<file path="src/hw/rtl/tipf_pkg.sv">
// tipf_pkg: shared types and constants for the TCP ingress packet filter.
// Used by tipf_regs, tipf_check and the top level; no dependencies.
`timescale 1ns / 1ps

package tipf_pkg;

  localparam int unsigned TicksPerWindowDefault = 1000;

  localparam int unsigned CfgAddrWidth  = 4;
  localparam int unsigned CfgDataWidth  = 32;
  localparam int unsigned SynLimitWidth = 17;
  localparam int unsigned MssWidth      = 14;
  localparam int unsigned TicksWidth    = 32;

  localparam logic [SynLimitWidth-1:0] SynCountMax = '1;

  localparam logic [4:0] TcpBaseHdrBytes = 5'd20;
  localparam logic [3:0] TcpMinDoff      = 4'd5;

  // register indexes (paddr[3:2])
  localparam logic [1:0] RegHardening  = 2'd0;
  localparam logic [1:0] RegResetGuard = 2'd1;
  localparam logic [1:0] RegSynLimit   = 2'd2;
  localparam logic [1:0] RegMssClamp   = 2'd3;

  // flag bit positions
  localparam int unsigned FlagFin = 0;
  localparam int unsigned FlagSyn = 1;
  localparam int unsigned FlagRst = 2;
  localparam int unsigned FlagPsh = 3;
  localparam int unsigned FlagAck = 4;
  localparam int unsigned FlagUrg = 5;

  // conntrack codes
  localparam logic [2:0] CtUntracked   = 3'd1;
  localparam logic [2:0] CtEstablished = 3'd2;
  localparam logic [2:0] CtEstReply    = 3'd3;

  // drop reasons
  localparam logic [2:0] ReasonPass      = 3'd0;
  localparam logic [2:0] ReasonMalformed = 3'd1;
  localparam logic [2:0] ReasonBadFlags  = 3'd2;
  localparam logic [2:0] ReasonUntracked = 3'd3;
  localparam logic [2:0] ReasonSynRate   = 3'd4;
  localparam logic [2:0] ReasonRstGuard  = 3'd5;

  typedef struct packed {
    logic                     hardening_enable;
    logic                     reset_guard_enable;
    logic [SynLimitWidth-1:0] syn_limit;
    logic [MssWidth-1:0]      mss_clamp_value;
  } cfg_t;

  typedef struct packed {
    logic                  is_tcp;
    logic                  outbound;
    logic [15:0]           tcp_offset;
    logic [15:0]           packet_length;
    logic [3:0]            data_offset;
    logic [7:0]            tcp_flags;
    logic [2:0]            conntrack_state;
    logic [TicksWidth-1:0] now_ticks;
    logic                  tunnel_egress;
  } item_t;

endpackage

</file>
<file path="src/hw/rtl/tcp_ingress_packet_filter_core.sv">
// tcp_ingress_packet_filter_core: top level of the TCP ingress packet filter.
// Depends on tipf_pkg, tipf_regs and tipf_check.
`timescale 1ns / 1ps

// One header summary in, one verdict (drop, drop_reason, clamp_mss) out, one
// request per clock sustained. out_valid rises once the accepted request has moved on
// from the input register: the request is registered, the checks and the SYN window
// update run in one combinational pass, and the verdict lands in the result
// register. The input takes a new request while a verdict waits, and stalls only
// when both the input stage and the result register are full and out_stall is high.
// Configuration is to be written through the APB port only while the filter is
// idle (not enforced). TICKS_PER_WINDOW sets the SYN rate window length in ticks.
module tcp_ingress_packet_filter_core #(
  parameter int unsigned TICKS_PER_WINDOW = tipf_pkg::TicksPerWindowDefault
) (
  input  logic                              clk,
  input  logic                              rst,
  input  logic                              psel,
  input  logic                              penable,
  input  logic                              pwrite,
  input  logic [tipf_pkg::CfgAddrWidth-1:0] paddr,
  input  logic [tipf_pkg::CfgDataWidth-1:0] pwdata,
  output logic [tipf_pkg::CfgDataWidth-1:0] prdata,
  output logic                              pready,
  input  logic                              in_valid,
  output logic                              in_stall,
  input  logic                              is_tcp,
  input  logic                              outbound,
  input  logic [15:0]                       tcp_offset,
  input  logic [15:0]                       packet_length,
  input  logic [3:0]                        data_offset,
  input  logic [7:0]                        tcp_flags,
  input  logic [2:0]                        conntrack_state,
  input  logic [tipf_pkg::TicksWidth-1:0]   now_ticks,
  input  logic                              tunnel_egress,
  output logic                              out_valid,
  input  logic                              out_stall,
  output logic                              drop,
  output logic [2:0]                        drop_reason,
  output logic                              clamp_mss
);

  tipf_pkg::cfg_t  cfg;
  tipf_pkg::item_t in_item;

  assign in_item = '{
    is_tcp:          is_tcp,
    outbound:        outbound,
    tcp_offset:      tcp_offset,
    packet_length:   packet_length,
    data_offset:     data_offset,
    tcp_flags:       tcp_flags,
    conntrack_state: conntrack_state,
    now_ticks:       now_ticks,
    tunnel_egress:   tunnel_egress
  };

  tipf_regs u_regs (
    .clk     (clk),
    .rst     (rst),
    .psel    (psel),
    .penable (penable),
    .pwrite  (pwrite),
    .paddr   (paddr),
    .pwdata  (pwdata),
    .prdata  (prdata),
    .pready  (pready),
    .cfg     (cfg)
  );

  tipf_check #(
    .TICKS_PER_WINDOW (TICKS_PER_WINDOW)
  ) u_check (
    .clk         (clk),
    .rst         (rst),
    .cfg         (cfg),
    .in_valid    (in_valid),
    .in_stall    (in_stall),
    .in_item     (in_item),
    .out_valid   (out_valid),
    .out_stall   (out_stall),
    .drop        (drop),
    .drop_reason (drop_reason),
    .clamp_mss   (clamp_mss)
  );

endmodule

</file>
<file path="src/hw/rtl/tipf_regs.sv">
// tipf_regs: APB-style configuration registers for the packet filter.
// Depends on tipf_pkg for register indexes and the cfg_t bundle.
`timescale 1ns / 1ps

module tipf_regs (
  input  logic                                 clk,
  input  logic                                 rst,
  input  logic                                 psel,
  input  logic                                 penable,
  input  logic                                 pwrite,
  input  logic [tipf_pkg::CfgAddrWidth-1:0]    paddr,
  input  logic [tipf_pkg::CfgDataWidth-1:0]    pwdata,
  output logic [tipf_pkg::CfgDataWidth-1:0]    prdata,
  output logic                                 pready,
  output tipf_pkg::cfg_t                       cfg
);

  logic       wr_en;
  logic [1:0] reg_idx;

  assign pready  = 1'b1;
  assign wr_en   = psel && penable && pwrite;
  assign reg_idx = paddr[3:2];

  always_ff @(posedge clk) begin
    if (rst) begin
      cfg <= '0;
    end else if (wr_en) begin
      case (reg_idx)
        tipf_pkg::RegHardening:  cfg.hardening_enable   <= pwdata[0];
        tipf_pkg::RegResetGuard: cfg.reset_guard_enable <= pwdata[0];
        tipf_pkg::RegSynLimit:
          cfg.syn_limit <= pwdata[tipf_pkg::SynLimitWidth-1:0];
        tipf_pkg::RegMssClamp:
          cfg.mss_clamp_value <= pwdata[tipf_pkg::MssWidth-1:0];
        default: ;
      endcase
    end
  end

  always_comb begin
    case (reg_idx)
      tipf_pkg::RegHardening:
        prdata = {{(tipf_pkg::CfgDataWidth-1){1'b0}}, cfg.hardening_enable};
      tipf_pkg::RegResetGuard:
        prdata = {{(tipf_pkg::CfgDataWidth-1){1'b0}}, cfg.reset_guard_enable};
      tipf_pkg::RegSynLimit:
        prdata = {{(tipf_pkg::CfgDataWidth-tipf_pkg::SynLimitWidth){1'b0}},
                  cfg.syn_limit};
      tipf_pkg::RegMssClamp:
        prdata = {{(tipf_pkg::CfgDataWidth-tipf_pkg::MssWidth){1'b0}},
                  cfg.mss_clamp_value};
      default: prdata = '0;
    endcase
  end

endmodule

</file>
<file path="src/hw/rtl/tipf_check.sv">
// tipf_check: input register, verdict logic with SYN rate window, result register.
// Depends on tipf_pkg for the item/cfg types, flag positions and reason codes.
`timescale 1ns / 1ps

module tipf_check #(
  parameter int unsigned TICKS_PER_WINDOW = tipf_pkg::TicksPerWindowDefault
) (
  input  logic           clk,
  input  logic           rst,
  input  tipf_pkg::cfg_t cfg,
  input  logic           in_valid,
  output logic           in_stall,
  input  tipf_pkg::item_t in_item,
  output logic           out_valid,
  input  logic           out_stall,
  output logic           drop,
  output logic [2:0]     drop_reason,
  output logic           clamp_mss
);

  localparam logic [tipf_pkg::TicksWidth-1:0] WindowTicks =
    tipf_pkg::TicksWidth'(TICKS_PER_WINDOW);

  logic            s1_valid;
  tipf_pkg::item_t s1;
  logic            advance;
  logic            in_take;

  logic [tipf_pkg::TicksWidth-1:0]    window_start, window_start_next;
  logic [tipf_pkg::SynLimitWidth-1:0] syn_count, syn_count_next;

  logic [16:0] base_end, hdr_end;
  logic        too_short, malformed, inbound, bad_flags;
  logic        fin, syn, rst_f, ack;
  logic        rate_path, expire, est;
  logic [tipf_pkg::TicksWidth-1:0]    diff;
  logic [tipf_pkg::SynLimitWidth-1:0] cnt_base;
  logic [2:0]  reason;
  logic        clamp;

  // result register drains or is empty
  assign advance  = !out_valid || !out_stall;
  assign in_stall = s1_valid && !advance;
  assign in_take  = in_valid && !in_stall;

  always_comb begin
    fin   = s1.tcp_flags[tipf_pkg::FlagFin];
    syn   = s1.tcp_flags[tipf_pkg::FlagSyn];
    rst_f = s1.tcp_flags[tipf_pkg::FlagRst];
    ack   = s1.tcp_flags[tipf_pkg::FlagAck];
    inbound = !s1.outbound;

    base_end  = {1'b0, s1.tcp_offset} + {12'd0, tipf_pkg::TcpBaseHdrBytes};
    hdr_end   = {1'b0, s1.tcp_offset} + {11'd0, s1.data_offset, 2'b00};
    too_short = !s1.is_tcp || (base_end > {1'b0, s1.packet_length});
    malformed = (s1.data_offset < tipf_pkg::TcpMinDoff) ||
                (hdr_end > {1'b0, s1.packet_length});

    bad_flags = (syn && fin) || (syn && rst_f) || (fin && rst_f) ||
                (s1.tcp_flags[tipf_pkg::FlagUrg:tipf_pkg::FlagFin] == 6'd0);

    est = (s1.conntrack_state == tipf_pkg::CtEstablished) ||
          (s1.conntrack_state == tipf_pkg::CtEstReply);

    // new window when now is strictly after start + window (signed sense)
    diff   = s1.now_ticks - window_start - WindowTicks;
    expire = (diff != '0) && !diff[tipf_pkg::TicksWidth-1];

    window_start_next = window_start;
    syn_count_next    = syn_count;
    cnt_base          = expire ? '0 : syn_count;
    rate_path         = 1'b0;
    reason            = tipf_pkg::ReasonPass;
    clamp             = 1'b0;

    if (too_short) begin
      reason = tipf_pkg::ReasonPass;
    end else if (malformed) begin
      reason = cfg.hardening_enable ? tipf_pkg::ReasonMalformed : tipf_pkg::ReasonPass;
    end else begin
      if (inbound && cfg.hardening_enable && bad_flags) begin
        reason = tipf_pkg::ReasonBadFlags;
      end else if (inbound && cfg.hardening_enable &&
                   s1.conntrack_state == tipf_pkg::CtUntracked) begin
        reason = tipf_pkg::ReasonUntracked;
      end else begin
        rate_path = inbound && syn && !ack && (cfg.syn_limit != '0);
        if (rate_path) begin
          if (expire) begin
            window_start_next = s1.now_ticks;
          end
          syn_count_next = (cnt_base == tipf_pkg::SynCountMax) ? cnt_base
                                                              : cnt_base + 1'b1;
          if (syn_count_next > cfg.syn_limit) begin
            reason = tipf_pkg::ReasonSynRate;
          end
        end
        if (reason == tipf_pkg::ReasonPass && inbound && rst_f &&
            cfg.reset_guard_enable && !est) begin
          reason = tipf_pkg::ReasonRstGuard;
        end
      end
      clamp = (reason == tipf_pkg::ReasonPass) && s1.outbound &&
              (cfg.mss_clamp_value != '0) && syn && s1.tunnel_egress;
    end
  end

  always_ff @(posedge clk) begin
    if (rst) begin
      s1_valid     <= 1'b0;
      out_valid    <= 1'b0;
      window_start <= '0;
      syn_count    <= '0;
    end else begin
      if (in_take) begin
        s1_valid <= 1'b1;
      end else if (advance) begin
        s1_valid <= 1'b0;
      end
      if (advance) begin
        out_valid <= s1_valid;
      end
      if (s1_valid && advance) begin
        window_start <= window_start_next;
        syn_count    <= syn_count_next;
      end
    end
  end

  always_ff @(posedge clk) begin
    if (in_take) begin
      s1 <= in_item;
    end
    if (s1_valid && advance) begin
      drop        <= (reason != tipf_pkg::ReasonPass);
      drop_reason <= reason;
      clamp_mss   <= clamp;
    end
  end

`ifndef SYNTHESIS
  a_pass_reason: assert property (@(posedge clk) disable iff (rst)
    out_valid && !drop |-> drop_reason == tipf_pkg::ReasonPass)
    else $error("pass verdict carries a drop reason");

  a_drop_noclamp: assert property (@(posedge clk) disable iff (rst)
    out_valid && drop |-> !clamp_mss)
    else $error("dropped request flagged for MSS clamp");

  a_state_hold: assert property (@(posedge clk) disable iff (rst)
    !(s1_valid && advance) |=> $stable(syn_count) && $stable(window_start))
    else $error("rate state changed without a request moving");

  a_stall_full: assert property (@(posedge clk) disable iff (rst)
    in_stall |-> s1_valid && out_valid)
    else $error("input stalled while a stage is free");
`endif

endmodule
</file>
<file path="config.mk">
export PLATFORM = sky130hd
export DESIGN_NAME = tcp_ingress_packet_filter_core
export DESIGN_NICKNAME = d
export VERILOG_FILES = /design/src/hw/rtl/tipf_pkg.sv /design/src/hw/rtl/tcp_ingress_packet_filter_core.sv /design/src/hw/rtl/tipf_regs.sv /design/src/hw/rtl/tipf_check.sv
export SDC_FILE = /design/constraint.sdc
export NUM_CORES = 1
export LEC_CHECK = 0
export BUFFER_PORTS_ARGS = -buffer_cell sky130_fd_sc_hd__buf_2
export CAP_MARGIN = 20
export CELL_PAD_IN_SITES_DETAIL_PLACEMENT = 1
export CELL_PAD_IN_SITES_GLOBAL_PLACEMENT = 1
export CORE_MARGIN = 2
export CORE_UTILIZATION = 45
export DETAILED_ROUTE_END_ITERATION = 16
export GPL_ROUTABILITY_DRIVEN = 0
export PLACE_DENSITY = 0.88
export SETUP_SLACK_MARGIN = 0.3
export SYNTH_ARGS = -nofsm -noshare
export SYNTH_HDL_FRONTEND = slang
export SYNTH_HIERARCHICAL = 1
export SYNTH_SLANG_ARGS = --single-unit
</file>
<file path="constraint.sdc">
create_clock -name clk -period 9.9 [get_ports clk]
set_clock_uncertainty 0.15 [all_clocks]
set_input_delay 0.495 -clock clk [delete_from_list [all_inputs] [get_ports clk]]
set_output_delay 0.495 -clock clk [all_outputs]
set_load 0.01 [all_outputs]
</file>
==> results of run 1 <==
state kept, by name (all words and copies together), names as in the netlist:
signal,flops
u_regs/cfg,33
u_check/ack,1
u_check/out_valid,1
u_check/s1_valid,1
u_check/s1,77
u_check/window_start,32
u_check/clamp_mss,1
u_check/fin,1
u_check/drop,1
u_check/drop_reason,3
u_check/rst_f,1
u_check/syn_count,17
per-stage QoR:
| step | worst slack, ns | cell area, um2 | hold slack (ns) | power [W] |
|---|---|---|---|---|
| 6_report | 1.13 | 12900 | 0.0721 | 0.00173 |
| 5_1_grt | 0.679 | 12900 | 0.0548 | 0.00181 |
| 4_1_cts | 1.26 | 12900 | 0.0512 | 0.00175 |
| 3_5_place_dp | 1.40 | 12200 | 0.331 | 0.00104 |
| 3_3_place_gp | 1.75 | 12200 | 0.318 | 0.00103 |
| 2_1_floorplan | 2.47 | 11500 | 0.300 | 0.000970 |
cell type report:
type / instances / area share [%]
multi-input combinational: 871 / 49.8
timing repair buffer: 135 / 5.51
sequential: 169 / 32.8
tap: 330 / 3.20
inverter: 130 / 3.78
clock buffer: 18 / 3.49
clock inverter: 14 / 1.30
antenna: 2 / 0.0388
worst max-delay path, delay by kind of cell, from the launching register on:
family / cells / cell delay [ns]
fa+ha+maj: 4 / 1.32
simple gates: 15 / 3.42
compound gates: 13 / 2.93
flops: 1 / 0.40
buf+inv: 1 / 0.25
mux: 1 / 0.11
power by group through the flow:
stage	registers (W)	clock network [W]	logic, W
final	0.000776	0.000694	0.000259
after global routing	0.000779	0.000740	0.000288
after detailed placement	0.000793	0	0.000251
after CTS	0.000777	0.000714	0.000256
after global placement	0.000791	0	0.000238
after floorplan	0.000787	0	0.000183
routing by layer:
layer,track usage (%),wire length (um),vias to the layer above
met2,40.4,15000,235
li1,-,-,4508
met3,4.24,1380,47
met5,0,13,-
met1,27.5,12700,4617
met4,8.57,747,2
kinds of logic (layout without fill, tap and decap cells):
kind of cell	count (synthesis)	count (layout)	synth area share (%)
simple gates	369	369	17.5
compound gates	237	237	13.8
buf+inv	198	297	7.87
flops	169	169	36.9
other cells	2	18	0.0654
fa+ha+maj	117	117	12.8
xor+xnor	51	51	3.89
mux	81	81	7.18
how the worst max path moves through the flow:
stage,from,end,cells past startpoint
2_1_floorplan,u_check/s1[8]$_DFFE_PP_,u_check/drop$_DFFE_PP_,35
3_3_place_gp,u_check/s1[9]$_DFFE_PP_,u_check/drop$_DFFE_PP_,32
3_5_place_dp,u_check/s1[9]$_DFFE_PP_,u_check/drop_reason[0]$_DFFE_PP_,34
4_1_cts,u_check/s1[9]$_DFFE_PP_,u_check/drop_reason[0]$_DFFE_PP_,34
5_1_grt,u_check/s1[2]$_DFFE_PP_,u_check/drop_reason[0]$_DFFE_PP_,36
6_report,u_check/s1[9]$_DFFE_PP_,u_check/drop_reason[0]$_DFFE_PP_,34
cells in the mapped netlist (4+ instances only):
master,n
buf_6,11
ha_1,114
and2_1,11
a2111oi_0,6
clkbuf_1,29
nand3_1,25
nor4_1,10
mux2i_1,79
nor2b_1,28
o21bai_1,4
a21o_1,17
o21ai_1,11
buf_2,9
nand2_1,57
o21ai_0,32
nor2_1,86
nor3_1,15
o21a_1,19
nand3b_1,4
dfxtp_1,84
o221ai_1,4
o32ai_1,4
buf_4,18
a211oi_1,6
o22ai_1,4
a211o_1,4
a21oi_1,76
and3_1,17
a211oi_2,6
o2111ai_1,6
inv_1,129
xnor2_1,33
xor2_1,18
nand2b_1,62
or3_1,6
and4_1,8
a31oi_1,8
a31o_1,4
edfxtp_1,85
nand4_1,20
==> results.toml, run 1 <==
[outcome]
status = "finished, final reports clean"

[power_and_ir_drop]
vdd_drop_max_v = 0.000108
p_per_area_mw_per_mm2 = 134
power_leakage_nw = 5.41
p_int_w = 0.00122
swShare_pct = 29.3
switching_power_w = 0.000506
p_clk_share_pct = 40.1
combPwrFrac_pct = 15.0
p_seq_share_pct = 44.9

[yosys]
ys_ff_latch = 169
synth_edf_count = 85
synth.avg_cell_area_um2 = 9.39
netlist.area_leader.share_pct = 22.2
yosys_warnings = 6
synth.largest_area_cell = "edfxtp_1"
synth_top_flop_cell = "edfxtp_1"
synth_cell_type_count = 80
syn-instance-count = 1224
seq_area_frac_synth_pct = 36.9
synth.area.top_cells = "edfxtp_1, dfxtp_1, ha_1"
async_flop_share_pct = 0
syn-cell-area_mm2 = 0.0115

[critical_path]
required_ns = 10.03
critPathSlowestCell = "nor3_1"
timing.rr.end = "u_check/drop_reason[0]$_DFFE_PP_"
crit_arrival_ns = 8.89
cp-end-kind = "flop"
start_kind = "flop"
path_max_fanout = 33
r2r_cells = 34
slowest_delay_ns = 0.62
critical_path_class = "reg2reg"
reg2reg_slack_ns = 1.13
reg2reg_from = "u_check/s1[9]$_DFFE_PP_"

[drt]
wl_per_cell_um = 17.9
ant_nets = 0
drc = 0
drt_wl_total_um = 29900
dr.pass1.iters = 4
vias_per_cell = 5.64
vias = 9409
drtIter0Drc = 515

[min_path]
hold_depth = 1
hold_end = "u_check/s1[5]$_DFFE_PP_"
holdCritPathClass = "in2reg"
min-delay-start = "now_ticks[4]"

[grt]
grt_pass1_vias = 9841
antenna_found_initial = 2
grt.overflow.total = 0
grt_max_degree = 103
grt_pass1_wl_um = 48800
grt.total_usage_pct = 22.8

[sta]
drv_slew = 0
period_share_pct = 88.5
finalSetupTns_ns = 0
fmax_ghz = 0.114
hold_viol_final = 0
finalSetupViolations = 0
rsz0062_at_grt = "no"
slew_headroom_pct = 34.0
min_period_ns = 8.77
worst_slew_pin_slew_ns = 0.989

[clock_network]
cts_buffers = 17
insertion_delay_ns = 0.44
cts.sinks = 169
post_cts_buffers = 0
cts_tree = "built"
cts-htree-levels = 4
clock_path_buffers = 2
root_buffer = "clkbuf_16"
hold_buffers = 0
cts_resized = 0
path_clk_slew_ns = 0.08

[final_layout]
drive_above_1_share_pct = 14.4
final_cells = 1669
layout_common_cells = "buf_2, inv_1, ha_1"
area_delta_synth_final_pct = 12.3
multiInputGateArea_mm2 = 0.00643
final_nets = 1565
ff_latch_area_mm2 = 0.00423
utilization_pct = 51.4
n_fill_cell = 2931

[flow_run]
maxCapViolations = 0

[floorplan]
initial_core_util_pct = 45.8
fp.dieW_um = 164
ioPinCount = 165
core.rowCount = 58
dieArea_mm2 = 0.0268
design.core.area_mm2 = 0.0251
die_h_um = 164

[place]
dp_cells = 1634
dpl.hpwl_um = 22400
place.port_buffers = 129
Note: power is estimated with default switching activity, not from simulation.
==> run 2: changes to the inputs <==
--- a/config.mk
+++ b/config.mk
@@ -13,9 +13,8 @@
 export CORE_UTILIZATION = 45
 export DETAILED_ROUTE_END_ITERATION = 16
 export GPL_ROUTABILITY_DRIVEN = 0
-export PLACE_DENSITY = 0.88
+export PLACE_DENSITY = 0.92
 export SETUP_SLACK_MARGIN = 0.3
 export SYNTH_ARGS = -nofsm -noshare
 export SYNTH_HDL_FRONTEND = slang
-export SYNTH_HIERARCHICAL = 1
 export SYNTH_SLANG_ARGS = --single-unit
==> run 2 against run 1 <==
Effect of this change: sequential share of layout area is 0.20 points lower; fmax is 1.2% higher; combinational power barely moved; synthesized cell count is 5.7% higher; clock-buffer cell count stayed put; synthesized area increased by 0.45%; clock power is essentially flat; via count is 4.2% higher; hold slack lost 0.0059 ns; sequential power about the same; register-to-register slack improved by 0.10 ns; first-iteration DRC count is 29% higher; largest cell class unchanged.
==> results.toml, run 2 <==
[critical_path]
critical_path_class = "reg2reg"
cp-end-kind = "flop"
required_ns = 10.07
slowest_delay_ns = 0.62
start_kind = "flop"
crit_top_cell = "ha_1"
path_max_fanout = 19
crit_arrival_ns = 8.83
critPathSlowestCell = "o21ai_0"

[floorplan]
ioPinCount = 165
fp.dieW_um = 164
dieArea_mm2 = 0.0269
core.rowCount = 58
design.core.area_mm2 = 0.0252
initial_core_util_pct = 45.8
die_h_um = 164

[yosys]
netlist.area_leader.share_pct = 22.1
ys_ff_latch = 169
syn-instance-count = 1294
synth-xor-area-share_pct = 4.25
synth_common_cells = "inv_1, nand2_1, ha_1, a21oi_1, nor2_1"
seq_area_frac_synth_pct = 36.7
synth-simple-area-share_pct = 21.0
yosys_warnings = 0
synth_most_common_cell = "inv_1"
synth_top_flop_cell = "edfxtp_1"
synth_compound_area_share_pct = 13.4
synth_edf_count = 85
syn-cell-area_mm2 = 0.0115
synth.area.top_cells = "edfxtp_1, dfxtp_1, ha_1"
synth.largest_area_cell = "edfxtp_1"
synth_top_family_by_area = "simple AND/OR/NAND/NOR gates"
synthAdderAreaFrac_pct = 12.8
synth_mux_area_share_pct = 4.23
async_flop_share_pct = 0
synth.avg_cell_area_um2 = 8.92
synth_cell_type_count = 80

[final_layout]
largest_reg_flops = 77
final_common_cell = "inv_1"
layout_common_cells = "inv_1, nand2_1, buf_2"
utilization_pct = 51.5
drive_above_1_share_pct = 14.5
n_fill_cell = 2991
area_delta_synth_final_pct = 12.4
largest-register = "u_check.s1"
top_regs = "u_check.s1 (77), u_regs.cfg (33), u_check.window_start (32)"
final_nets = 1632

[sta]
finalSetupTns_ns = 0
drv_slew = 0
hold_viol_final = 0
slew_headroom_pct = 30.5
final.setup.worst_slack_ns = 1.24
rsz0062_at_grt = "no"
finalSetupViolations = 0
period_share_pct = 87.5
worst_slew_pin_slew_ns = 1.04
min_period_ns = 8.66
fmax_ghz = 0.115

[grt]
grt_pass1_wl_um = 50800
grt_pass1_vias = 10200
antenna_found_initial = 4
grt.overflow.total = 0
grt.total_usage_pct = 23.7
grt_max_degree = 86

[drt]
met1_length_um = 13100
drt_wl_total_um = 31800
dr_wl_met3_um = 1470
vias = 9807
wl_per_cell_um = 18.4
ant_nets = 0
dr.pass1.iters = 4
drc = 0
routed.top_layer = "met5"
drtIter0Drc = 663
wl_met2_um = 16500
vias_per_cell = 5.65

[power_and_ir_drop]
switching_power_w = 0.000510
p_seq_share_pct = 44.9
p_per_area_mw_per_mm2 = 133
swShare_pct = 29.6
p_int_w = 0.00122
p_clk_share_pct = 40.1
vdd_drop_max_v = 0.000111
combPwrFrac_pct = 15.0
p_total_w = 0.00173
power_leakage_nw = 5.33

[place]
place.port_buffers = 129
dpl.hpwl_um = 23700
place_ws_ns = 1.43

[clock_network]
cts_buffers = 17
cts.sinks = 169
cts-htree-levels = 4
cts_resized = 0
clock_path_buffers = 2
hold_buffers = 0
insertion_delay_ns = 0.45
path_clk_slew_ns = 0.08
cts_tree = "built"
post_cts_buffers = 0
root_buffer = "clkbuf_16"

[min_path]
holdCritPathClass = "in2reg"

[outcome]
status = "finished, final reports clean"

[flow_run]
maxCapViolations = 0
-- run 2: changes by cell type in the layout (fill, tap and decap cells not counted), moves of 9 or more --
cell and delta:
mux2i_1 -37, a21oi_1 +16, nor2b_1 +10, nand2b_1 -9, nor4b_1 +9, o21ai_1 -10, nand4_1 +18, nand2_1 +74
-- run 2: worst paths after layout --
kind	from	to	slack [ns]	cells past startpoint
max	u_check.window_start[1]$_SDFFE_PP0P_	u_check.drop$_DFFE_PP_	1.24	36
min	tcp_offset[8]	u_check.s1[72]$_DFFE_PP_	0.07	1
max reg2reg	u_check.window_start[1]$_SDFFE_PP0P_	u_check.drop$_DFFE_PP_	1.24	36
min reg2reg	u_check.window_start[18]$_SDFFE_PP0P_	u_check.window_start[18]$_SDFFE_PP0P_	0.33	2
-- run 2: stage by stage --
stage,cell area [um2],hold slack [ns],instances
6_report,13000,0.0662,1735
5_1_grt,13000,0.0518,1735
4_1_cts,12900,0.0518,1733
3_5_place_dp,12400,0.323,1701
3_3_place_gp,12400,0.308,1701
2_1_floorplan,11600,0.294,1308
-- run 2: critical path: cells and delay by family, from the launching register on --
kind                       cells  cell delay [ns]
adders and majority gates      5             1.26
and+or+nand+nor               12             2.47
buffers and inverters          4             0.54
DFF                            1             0.32
AOI/OAI and AO/OA             13             3.44
xor gates and xnor gates       2             0.36
-- run 2: metal layers --
layer | vias to the layer above | global-route usage, %
met5 | - | 0
met4 | 6 | 7.42
met3 | 61 | 4.57
met2 | 274 | 44.1
met1 | 4796 | 27.2
li1 | 4670 | -
-- run 2: area by class of cell --
cell class / count / area [um2] / share of cell area [%]
antenna: 1 / 2.50 / 0.0193
clock inverter: 14 / 145 / 1.12
clock buffer: 18 / 450 / 3.47
inverter: 133 / 499 / 3.85
multi-input combinational: 934 / 6510 / 50.2
timing repair buffer: 136 / 721 / 5.55
tap: 330 / 413 / 3.18
sequential: 169 / 4230 / 32.6
-- run 2: power groups by stage --
stage,clock (W),combinational [W],sequential (W)
final,0.000693,0.000259,0.000776
after global routing,0.000733,0.000285,0.000778
after CTS,0.000707,0.000255,0.000776
after detailed placement,0,0.000250,0.000792
after global placement,0,0.000234,0.000790
after floorplan,0,0.000177,0.000787
-- run 2: cells by family (layout without fill, tap and decap cells) --
group                    Yosys count  count (layout)
buffers and inverters            205             301
adder cells (fa/ha/maj)          117             117
AO/OA/AOI/OAI                    230             230
flip-flops                       169             169
multiplexers                      47              47
XOR/XNOR                          56              56
other                              2              17
AND/OR/NAND/NOR                  468             468
